## src/rqrp_pkg.sv

```systemverilog
package rqrp_pkg;

    localparam int MAX_TASKS = 64;
    localparam int IDX_W     = $clog2(MAX_TASKS);
    localparam int CNT_W     = $clog2(MAX_TASKS + 1);
    localparam int SCAN_W    = $clog2(MAX_TASKS + 2);
    localparam int TASK_W    = 6;
    localparam int MODE_W    = 2;
    localparam int COUNT_W   = 7;
    localparam int CFG_IDX_W = 2;
    localparam int SEED_W    = 64;

    localparam logic [63:0] SM_GAMMA = 64'h9E3779B97F4A7C15;
    localparam logic [63:0] SM_MUL1  = 64'hBF58476D1CE4E5B9;
    localparam logic [63:0] SM_MUL2  = 64'h94D049BB133111EB;
    localparam int SM_SH1 = 30;
    localparam int SM_SH2 = 27;
    localparam int SM_SH3 = 31;

    localparam logic [MODE_W-1:0] OP_PUSH   = 2'd0;
    localparam logic [MODE_W-1:0] OP_PICK   = 2'd1;
    localparam logic [MODE_W-1:0] OP_UNLINK = 2'd2;

    localparam logic [CFG_IDX_W-1:0] REG_RANDOM_MODE = 2'd0;
    localparam logic [CFG_IDX_W-1:0] REG_RNG_SEED    = 2'd1;

    typedef struct packed {
        logic              push_en;
        logic              remove_en;
        logic              clear;
        logic              unlink;
        logic [TASK_W-1:0] task_id;
        logic [CNT_W-1:0]  count;
        logic [CNT_W-1:0]  pos;
    } cell_ctrl_t;

endpackage

```

## src/rqrp_cell.sv

```systemverilog
module rqrp_cell import rqrp_pkg::*; (
    input  logic              aclk,
    input  logic              aresetn,
    input  logic [IDX_W-1:0]  idx,
    input  cell_ctrl_t        ctrl,
    input  logic [TASK_W-1:0] next_entry,
    input  logic              hit_in,
    input  logic [TASK_W-1:0] carry_in,
    output logic [TASK_W-1:0] entry,
    output logic              hit_out,
    output logic [TASK_W-1:0] carry_out
);

    logic [TASK_W-1:0] entry_reg;
    logic              hit_reg;
    logic [TASK_W-1:0] carry_reg;
    logic              in_range;
    logic              tgt;

    assign in_range = CNT_W'(idx) < ctrl.count;
    assign tgt = ctrl.unlink ? ((entry_reg == ctrl.task_id) && in_range)
                             : (CNT_W'(idx) == ctrl.pos);

    always_ff @(posedge aclk) begin
        if (!aresetn || ctrl.clear) begin
            hit_reg <= 1'b0;
        end else begin
            hit_reg <= hit_in | tgt;
        end
    end

    always_ff @(posedge aclk) begin
        if (ctrl.clear) begin
            carry_reg <= '0;
        end else begin
            carry_reg <= tgt ? entry_reg : carry_in;
        end
        if (ctrl.push_en && (CNT_W'(idx) == ctrl.count)) begin
            entry_reg <= ctrl.task_id;
        end else if (ctrl.remove_en && (hit_in || tgt) && in_range) begin
            entry_reg <= next_entry;
        end
    end

    assign entry     = entry_reg;
    assign hit_out   = hit_reg;
    assign carry_out = carry_reg;

endmodule

```

## src/rqrp_rng.sv

```systemverilog
module rqrp_rng import rqrp_pkg::*; (
    input  logic        aclk,
    input  logic        aresetn,
    input  logic        seed_load,
    input  logic [63:0] seed,
    input  logic        start,
    output logic        done,
    output logic [63:0] z
);

    typedef enum logic [3:0] {
        RNG_IDLE = 4'b0001,
        RNG_MUL1 = 4'b0010,
        RNG_MUL2 = 4'b0100,
        RNG_OUT  = 4'b1000
    } rng_state_t;

    rng_state_t  state_reg, state_next;
    logic [63:0] gen_reg;
    logic [63:0] opa_reg;
    logic [63:0] acc_reg;
    logic [63:0] prod_reg;
    logic [63:0] z_reg;
    logic [1:0]  step_reg;
    logic [63:0] gen_sum;
    logic [63:0] opb;
    logic [31:0] ma, mb;
    logic [63:0] addend;
    logic [63:0] fin;

    assign gen_sum = gen_reg + SM_GAMMA;
    assign opb     = (state_reg == RNG_MUL2) ? SM_MUL2 : SM_MUL1;

    always_comb begin
        case (step_reg)
            2'd0: begin
                ma = opa_reg[31:0];
                mb = opb[31:0];
            end
            2'd1: begin
                ma = opa_reg[31:0];
                mb = opb[63:32];
            end
            default: begin
                ma = opa_reg[63:32];
                mb = opb[31:0];
            end
        endcase
    end

    assign addend = (step_reg == 2'd1) ? prod_reg : {prod_reg[31:0], 32'b0};
    assign fin    = acc_reg + addend;

    always_comb begin
        state_next = state_reg;
        case (state_reg)
            RNG_IDLE: if (start) state_next = RNG_MUL1;
            RNG_MUL1: if (step_reg == 2'd3) state_next = RNG_MUL2;
            RNG_MUL2: if (step_reg == 2'd3) state_next = RNG_OUT;
            RNG_OUT:  state_next = RNG_IDLE;
            default:  state_next = RNG_IDLE;
        endcase
    end

    always_ff @(posedge aclk) begin
        if (!aresetn) begin
            state_reg <= RNG_IDLE;
            gen_reg   <= '0;
            step_reg  <= '0;
        end else begin
            state_reg <= state_next;
            if (seed_load) begin
                gen_reg <= seed;
            end else if (state_reg == RNG_IDLE && start) begin
                gen_reg <= gen_sum;
            end
            if (state_reg == RNG_MUL1 || state_reg == RNG_MUL2) begin
                step_reg <= step_reg + 2'd1;
            end else begin
                step_reg <= '0;
            end
        end
    end

    always_ff @(posedge aclk) begin
        prod_reg <= 64'(ma) * 64'(mb);
        case (state_reg)
            RNG_IDLE: begin
                opa_reg <= gen_sum ^ (gen_sum >> SM_SH1);
                acc_reg <= '0;
            end
            RNG_MUL1, RNG_MUL2: begin
                if (step_reg == 2'd3) begin
                    acc_reg <= '0;
                    if (state_reg == RNG_MUL1) begin
                        opa_reg <= fin ^ (fin >> SM_SH2);
                    end else begin
                        z_reg <= fin ^ (fin >> SM_SH3);
                    end
                end else if (step_reg != 2'd0) begin
                    acc_reg <= fin;
                end
            end
            default: acc_reg <= '0;
        endcase
    end

    assign done = (state_reg == RNG_OUT);
    assign z    = z_reg;

endmodule

```

## src/rqrp_mod.sv

```systemverilog
module rqrp_mod import rqrp_pkg::*; (
    input  logic             aclk,
    input  logic             aresetn,
    input  logic             start,
    input  logic [63:0]      dividend,
    input  logic [CNT_W-1:0] divisor,
    output logic             done,
    output logic [CNT_W-1:0] rem
);

    logic             busy_reg;
    logic             done_reg;
    logic [5:0]       bit_reg;
    logic [63:0]      dvd_reg;
    logic [CNT_W-1:0] rem_reg;
    logic [CNT_W:0]   trial;

    assign trial = {rem_reg, dvd_reg[63]};

    always_ff @(posedge aclk) begin
        if (!aresetn) begin
            busy_reg <= 1'b0;
            done_reg <= 1'b0;
            bit_reg  <= '0;
        end else begin
            done_reg <= 1'b0;
            if (start) begin
                busy_reg <= 1'b1;
                bit_reg  <= '0;
            end else if (busy_reg) begin
                bit_reg <= bit_reg + 6'd1;
                if (bit_reg == 6'd63) begin
                    busy_reg <= 1'b0;
                    done_reg <= 1'b1;
                end
            end
        end
    end

    always_ff @(posedge aclk) begin
        if (start) begin
            dvd_reg <= dividend;
            rem_reg <= '0;
        end else if (busy_reg) begin
            dvd_reg <= {dvd_reg[62:0], 1'b0};
            if (trial >= {1'b0, divisor}) begin
                rem_reg <= CNT_W'(trial - {1'b0, divisor});
            end else begin
                rem_reg <= trial[CNT_W-1:0];
            end
        end
    end

    assign done = done_reg;
    assign rem  = rem_reg;

endmodule

```

## src/ready_queue_random_pick.sv

```systemverilog
// Ready queue of task numbers with head or seeded random pick.
// Input beat on s_t*: tdata = {task_id, mode}; mode 0 push, 1 pick, 2 unlink.
// Result beat on m_t*: one per input beat, tdata = {entry_count, overflow,
// unlink_found, picked_valid, picked_id}.
// cfg_*: register writes (0 random_mode, 1 rng_seed); a seed write reloads
// the generator. cfg_ready is always high; write only while idle.
// One item at a time; the next beat is taken the cycle after the result beat.
// Push, an unused mode and a pick from an empty queue go straight to the output
// register. Head pick and unlink walk the cell chain. A random pick from more
// than one entry first runs the splitmix step (two 64-bit products from 32x32
// partials) and then the 64-step remainder unit.
// A result waits in the output register until m_tready; no new beat is taken
// meanwhile. Reset empties the queue, clears random_mode and seeds zero.
module ready_queue_random_pick import rqrp_pkg::*; (
    input  logic                 aclk,
    input  logic                 aresetn,
    input  logic                 s_tvalid,
    output logic                 s_tready,
    input  logic [7:0]           s_tdata,   // mode[1:0], task_id[7:2]
    output logic                 m_tvalid,
    input  logic                 m_tready,
    output logic [15:0]          m_tdata,   // picked_id[5:0], picked_valid[6],
                                            // unlink_found[7], overflow[8],
                                            // entry_count[15:9]
    input  logic                 cfg_valid,
    output logic                 cfg_ready,
    input  logic [CFG_IDX_W-1:0] cfg_index,
    input  logic [SEED_W-1:0]    cfg_data
);

    typedef enum logic [4:0] {
        ST_IDLE = 5'b00001,
        ST_RNG  = 5'b00010,
        ST_MOD  = 5'b00100,
        ST_SCAN = 5'b01000,
        ST_OUT  = 5'b10000
    } state_t;

    state_t            state_reg, state_next;
    logic [CNT_W-1:0]  count_reg, count_next;
    logic              random_reg;
    logic [TASK_W-1:0] task_reg;
    logic              unlink_reg, unlink_next;
    logic [CNT_W-1:0]  pos_reg, pos_next;
    logic [SCAN_W-1:0] scan_reg;
    logic [15:0]       res_reg, res_next;

    logic              in_acc;
    logic [MODE_W-1:0] in_mode;
    logic [TASK_W-1:0] in_task;
    logic              scan_end;
    logic              rng_start, rng_done, mod_done;
    logic [63:0]       rng_z;
    logic [CNT_W-1:0]  mod_rem;
    cell_ctrl_t        ctrl;

    logic [TASK_W-1:0] entry_w [MAX_TASKS];
    logic              hit_w   [MAX_TASKS];
    logic [TASK_W-1:0] carry_w [MAX_TASKS];

    assign s_tready  = (state_reg == ST_IDLE);
    assign in_acc    = s_tvalid && s_tready;
    assign in_mode   = s_tdata[MODE_W-1:0];
    assign in_task   = s_tdata[MODE_W +: TASK_W];
    assign cfg_ready = 1'b1;
    assign scan_end  = (state_reg == ST_SCAN) && (scan_reg == SCAN_W'(MAX_TASKS + 1));
    assign rng_start = in_acc && (in_mode == OP_PICK) && random_reg
                       && (count_reg > CNT_W'(1));

    always_comb begin
        state_next  = state_reg;
        count_next  = count_reg;
        res_next    = res_reg;
        unlink_next = unlink_reg;
        pos_next    = pos_reg;
        ctrl.push_en   = 1'b0;
        ctrl.remove_en = 1'b0;
        ctrl.clear     = (state_reg == ST_SCAN) && (scan_reg == '0);
        ctrl.unlink    = unlink_reg;
        ctrl.task_id   = in_acc ? in_task : task_reg;
        ctrl.count     = count_reg;
        ctrl.pos       = pos_reg;
        case (state_reg)
            ST_IDLE: begin
                if (in_acc) begin
                    res_next    = {COUNT_W'(count_reg), 9'b0};
                    unlink_next = 1'b0;
                    pos_next    = '0;
                    state_next  = ST_OUT;
                    case (in_mode)
                        OP_PUSH: begin
                            if (count_reg >= CNT_W'(MAX_TASKS)) begin
                                res_next[8] = 1'b1;
                            end else begin
                                ctrl.push_en = 1'b1;
                                count_next   = count_reg + CNT_W'(1);
                                res_next     = {COUNT_W'(count_next), 9'b0};
                            end
                        end
                        OP_PICK: begin
                            if (rng_start) begin
                                state_next = ST_RNG;
                            end else if (count_reg != '0) begin
                                state_next = ST_SCAN;
                            end
                        end
                        OP_UNLINK: begin
                            unlink_next = 1'b1;
                            state_next  = ST_SCAN;
                        end
                        default: ;
                    endcase
                end
            end
            ST_RNG: if (rng_done) state_next = ST_MOD;
            ST_MOD: begin
                if (mod_done) begin
                    pos_next   = mod_rem;
                    state_next = ST_SCAN;
                end
            end
            ST_SCAN: begin
                if (scan_end) begin
                    state_next = ST_OUT;
                    if (unlink_reg) begin
                        ctrl.remove_en = hit_w[MAX_TASKS-1];
                        res_next = {COUNT_W'(count_reg - CNT_W'(hit_w[MAX_TASKS-1])),
                                    1'b0, hit_w[MAX_TASKS-1], 1'b0, TASK_W'(0)};
                    end else begin
                        ctrl.remove_en = 1'b1;
                        res_next = {COUNT_W'(count_reg - CNT_W'(1)), 1'b0, 1'b0, 1'b1,
                                    carry_w[MAX_TASKS-1]};
                    end
                    if (ctrl.remove_en) count_next = count_reg - CNT_W'(1);
                end
            end
            ST_OUT: if (m_tready) state_next = ST_IDLE;
            default: state_next = ST_IDLE;
        endcase
    end

    always_ff @(posedge aclk) begin
        if (!aresetn) begin
            state_reg  <= ST_IDLE;
            count_reg  <= '0;
            random_reg <= 1'b0;
            scan_reg   <= '0;
        end else begin
            state_reg <= state_next;
            count_reg <= count_next;
            if (cfg_valid && cfg_index == REG_RANDOM_MODE) random_reg <= cfg_data[0];
            if (state_reg == ST_SCAN) begin
                scan_reg <= scan_reg + SCAN_W'(1);
            end else begin
                scan_reg <= '0;
            end
        end
    end

    always_ff @(posedge aclk) begin
        res_reg    <= res_next;
        unlink_reg <= unlink_next;
        pos_reg    <= pos_next;
        if (in_acc) task_reg <= in_task;
    end

    assign m_tvalid = (state_reg == ST_OUT);
    assign m_tdata  = res_reg;

    rqrp_rng u_rng (
        .aclk      (aclk),
        .aresetn   (aresetn),
        .seed_load (cfg_valid && cfg_index == REG_RNG_SEED),
        .seed      (cfg_data),
        .start     (rng_start),
        .done      (rng_done),
        .z         (rng_z)
    );

    rqrp_mod u_mod (
        .aclk     (aclk),
        .aresetn  (aresetn),
        .start    (rng_done),
        .dividend (rng_z),
        .divisor  (count_reg),
        .done     (mod_done),
        .rem      (mod_rem)
    );

    for (genvar k = 0; k < MAX_TASKS; k++) begin : g_cell
        rqrp_cell u_cell (
            .aclk       (aclk),
            .aresetn    (aresetn),
            .idx        (IDX_W'(k)),
            .ctrl       (ctrl),
            .next_entry ((k == MAX_TASKS - 1) ? TASK_W'(0) : entry_w[(k + 1) % MAX_TASKS]),
            .hit_in     ((k == 0) ? 1'b0 : hit_w[(k + MAX_TASKS - 1) % MAX_TASKS]),
            .carry_in   ((k == 0) ? TASK_W'(0) : carry_w[(k + MAX_TASKS - 1) % MAX_TASKS]),
            .entry      (entry_w[k]),
            .hit_out    (hit_w[k]),
            .carry_out  (carry_w[k])
        );
    end

endmodule
```

## config.mk

```make
export PLATFORM = sky130hd
export DESIGN_NAME = ready_queue_random_pick
export DESIGN_NICKNAME = d
export VERILOG_FILES = /design/src/rqrp_pkg.sv /design/src/rqrp_cell.sv /design/src/rqrp_rng.sv /design/src/rqrp_mod.sv /design/src/ready_queue_random_pick.sv
export SDC_FILE = /design/constraint.sdc
export NUM_CORES = 2
export LEC_CHECK = 0
export ABC_AREA = 1
export BUFFER_PORTS_ARGS = -buffer_cell sky130_fd_sc_hd__buf_2
export CORE_ASPECT_RATIO = 0.9
export CORE_MARGIN = 2
export CORE_UTILIZATION = 60
export CTS_CLUSTER_DIAMETER = 150
export DETAILED_ROUTE_END_ITERATION = 6
export PLACE_DENSITY = 0.73
export SYNTH_ARGS = -nofsm -noshare
export SYNTH_HDL_FRONTEND = slang
export SYNTH_SLANG_ARGS = --single-unit
```

## constraint.sdc

```tcl
create_clock -name aclk -period 9.1 [get_ports aclk]
set_input_delay 0.455 -clock aclk [delete_from_list [all_inputs] [get_ports aclk]]
set_output_delay 0.455 -clock aclk [all_outputs]
set_load 0.01 [all_outputs]
```

==> results.py <==
metrics = {
    "place": {
        "portBuffers": 96,
        "globalplace.congestion": 1.10,
        "hpwl_um": 312000,
        "numPlacedInstances": 16100,
    },
    "sta": {
        "fin_crit_ns": 8.93,
        "holdWs_ns": 0.0311,
        "maxSlewHeadroom_pct": -0.275,
        "fmaxAchievable_ghz": 0.112,
        "setup_tns_ns": 0,
        "finalClockSkew_ns": 0.0491,
        "setup_viol": 0,
        "period_share_pct": 98.1,
        "tightestPinTransition_ns": 1.50,
        "final-hold-violation-count": 0,
        "finalMaxSlewViolations": 1,
    },
    "floorplan": {
        "coreArea_mm2": 0.169,
        "start_util_pct": 60.6,
        "io_pins": 98,
        "die-area_mm2": 0.174,
        "die_y_um": 396,
        "rows": 143,
        "die_w_um": 440,
    },
    "drt": {
        "avgViaCountPerCell": 5.88,
        "maxUsedRoutingLayer": "met5",
        "antenna_left": 0,
        "dr.pass1.iters": 7,
        "routedWlPerCell_um": 24.7,
        "met1_length_um": 142000,
        "met2_wirelength_um": 174000,
        "route.detailed.drc": 14,
        "routed_wl_um": 405000,
        "dr.first_iter.drc_count": 12200,
        "wl_met3_um": 48100,
        "vias": 96700,
    },
    "setup_path": {
        "cp.arrival_ns": 9.59,
        "cp_slowest_cell": "inv_1",
        "ff2ff_path_depth": 28,
        "timing.rr.end": "u_rng.prod_reg[29]",
        "crit_fanout": 15,
        "crit_type": "flop to flop",
        "end_kind": "flop",
        "ff2ff_setup_slack_ns": 0.17,
        "r2r-start": "u_rng.state_reg[2]",
        "worstPathRequired_ns": 9.76,
        "slowest_delay_ns": 0.65,
        "critPathLaunchType": "flop",
    },
    "synthesis": {
        "synth_area_leaders": "edfxtp_1 18%, fa_1 16%, nand2_1 14%, dfxtp_1 13%, inv_1 9.2%",
        "ys_seq_elements": 1287,
        "synth.cell_area_mm2": 0.103,
        "synth.largest_area_cell": "edfxtp_1",
        "synth_cell_type_count": 53,
        "synth_top_area_share_pct": 17.6,
        "yosys-top-cells-count": "3810 x nand2_1, 2515 x inv_1, 1831 x nor2_1",
        "synthCells": 14000,
        "synthesis.nets": 15400,
        "synth_flop_cell": "dfxtp_1",
        "synth_edf_count": 600,
        "syn_area_per_cell_um2": 7.31,
        "async_flop_share_pct": 0,
        "ys_seq_area_share_pct": 31.0,
        "yosys.cell_count.top_type": "nand2_1",
        "ys_warn_count": 0,
    },
    "run_status": {
        "failed_checks": "design-rule violations, max-capacitance violations, max-slew violations",
        "status": "finished with violations",
    },
    "finish": {
        "post-route-util_pct": 65.7,
        "n_fill_cell": 14500,
        "area_growth_pct": 8.51,
        "instances_no_fill": 16400,
        "ff_latch_area_mm2": 0.0318,
        "layout.nets": 15400,
        "drive_above_1_share_pct": 4.75,
        "multi_input_area_mm2": 0.0595,
    },
    "cts": {
        "cts_tree": "yes",
        "clock_path_buffers": 3,
        "root_buffer": "clkbuf_16",
        "h-tree-depth": 4,
        "clkSlewWorstSetupHoldPaths_ns": 0.06,
        "worstSkewPairLatency_ns": 0.85,
        "numCtsBuffers": 141,
        "clock-sinks": 1287,
    },
    "min_path": {
        "holdCritPathClass": "input port to flop",
        "hold_depth": 5,
        "worstHoldStart": "cfg_data[48]",
        "min_to": "u_rng.gen_reg[48]",
    },
    "grt": {
        "grt_start_max_net_pins": 219,
        "first_global_vias": 94700,
        "gr-total-overflow": 0,
        "grtUsageTotal_pct": 46.4,
        "antenna_found_initial": 22,
        "grt_pass1_wl_um": 598000,
    },
    "flow_run": {
        "drv_cap": 2,
    },
}
per-stage QoR:
stage                     setup WS (ns)  area [um2]
final                             0.172      111000
after CTS                         0.350      111000
after floorplan                    1.01      103000
after global routing            -0.0266      111000
after detailed placement          0.374      106000
after global placement            0.459      106000
cell type report:
type,count,share of cell area (%)
clock inverters,73,0.924
well taps,2247,2.52
clock buffers,188,3.54
repair buffers,369,2.50
diodes,17,0.0382
multi-input cells,9727,53.4
flip-flops and latches,1287,28.5
repair inverters,1,0.00449
inverters,2534,8.55
worst max-delay path by stage:
stage,cells past startpoint,startpoint,end
after floorplan,36,u_rng.state_reg[0],u_rng.prod_reg[39]
after global placement,31,u_rng.step_reg[0],u_rng.prod_reg[60]
after detailed placement,26,u_rng.step_reg[0],u_rng.prod_reg[42]
after CTS,26,u_rng.step_reg[0],u_rng.prod_reg[42]
after global routing,33,u_rng.step_reg[0],u_rng.prod_reg[39]
final,28,u_rng.state_reg[2],u_rng.prod_reg[29]
cell usage in the layout, fill, tap and decap left out, types with 441 or more instances in the layout:
cell	instances
nor2_1	1819
a21oi_1	448
nand3_1	721
o21ai_0	669
edfxtp_1	600
ha_1	441
fa_1	804
nand2_1	3810
dfxtp_1	687
inv_1	2510
timing repair:
item,4_1_cts,5_1_grt
resized for setup,0,9
hold buffers,55,0
endpoints found under the setup margin,0,12
hold endpoints to repair,55,0
setup buffers,0,5
layer usage:
layer	vias to the layer above	track usage [%]
li1	43300	-
met3	1768	11.4
met5	-	0
met1	45200	56.3
met2	6473	70.6
met4	18	37.0
cell families after synthesis:
group,count (synthesis),synth area share [%]
other,1,0.00365
AO/OA/AOI/OAI,1389,7.24
multiplexers,1,0.00975
XOR/XNOR,266,2.27
AND/OR/NAND/NOR,6824,27.1
adder cells (fa/ha/maj),1246,21.1
buffers and inverters,3033,11.3
flip-flops,1287,31.0
worst max-delay path: cells and delay by family (launching register included):
| kind | cells | cell delay (ns) |
|---|---|---|
| and+or+nand+nor | 5 | 0.84 |
| AOI/OAI and AO/OA | 3 | 0.77 |
| buffers and inverters | 9 | 1.46 |
| DFF | 1 | 0.41 |
| adders and majority gates | 10 | 4.75 |
| xor gates and xnor gates | 1 | 0.51 |
Power is not shown: default switching activity piles up to over one toggle a cycle in this logic, so the estimate is an artifact.
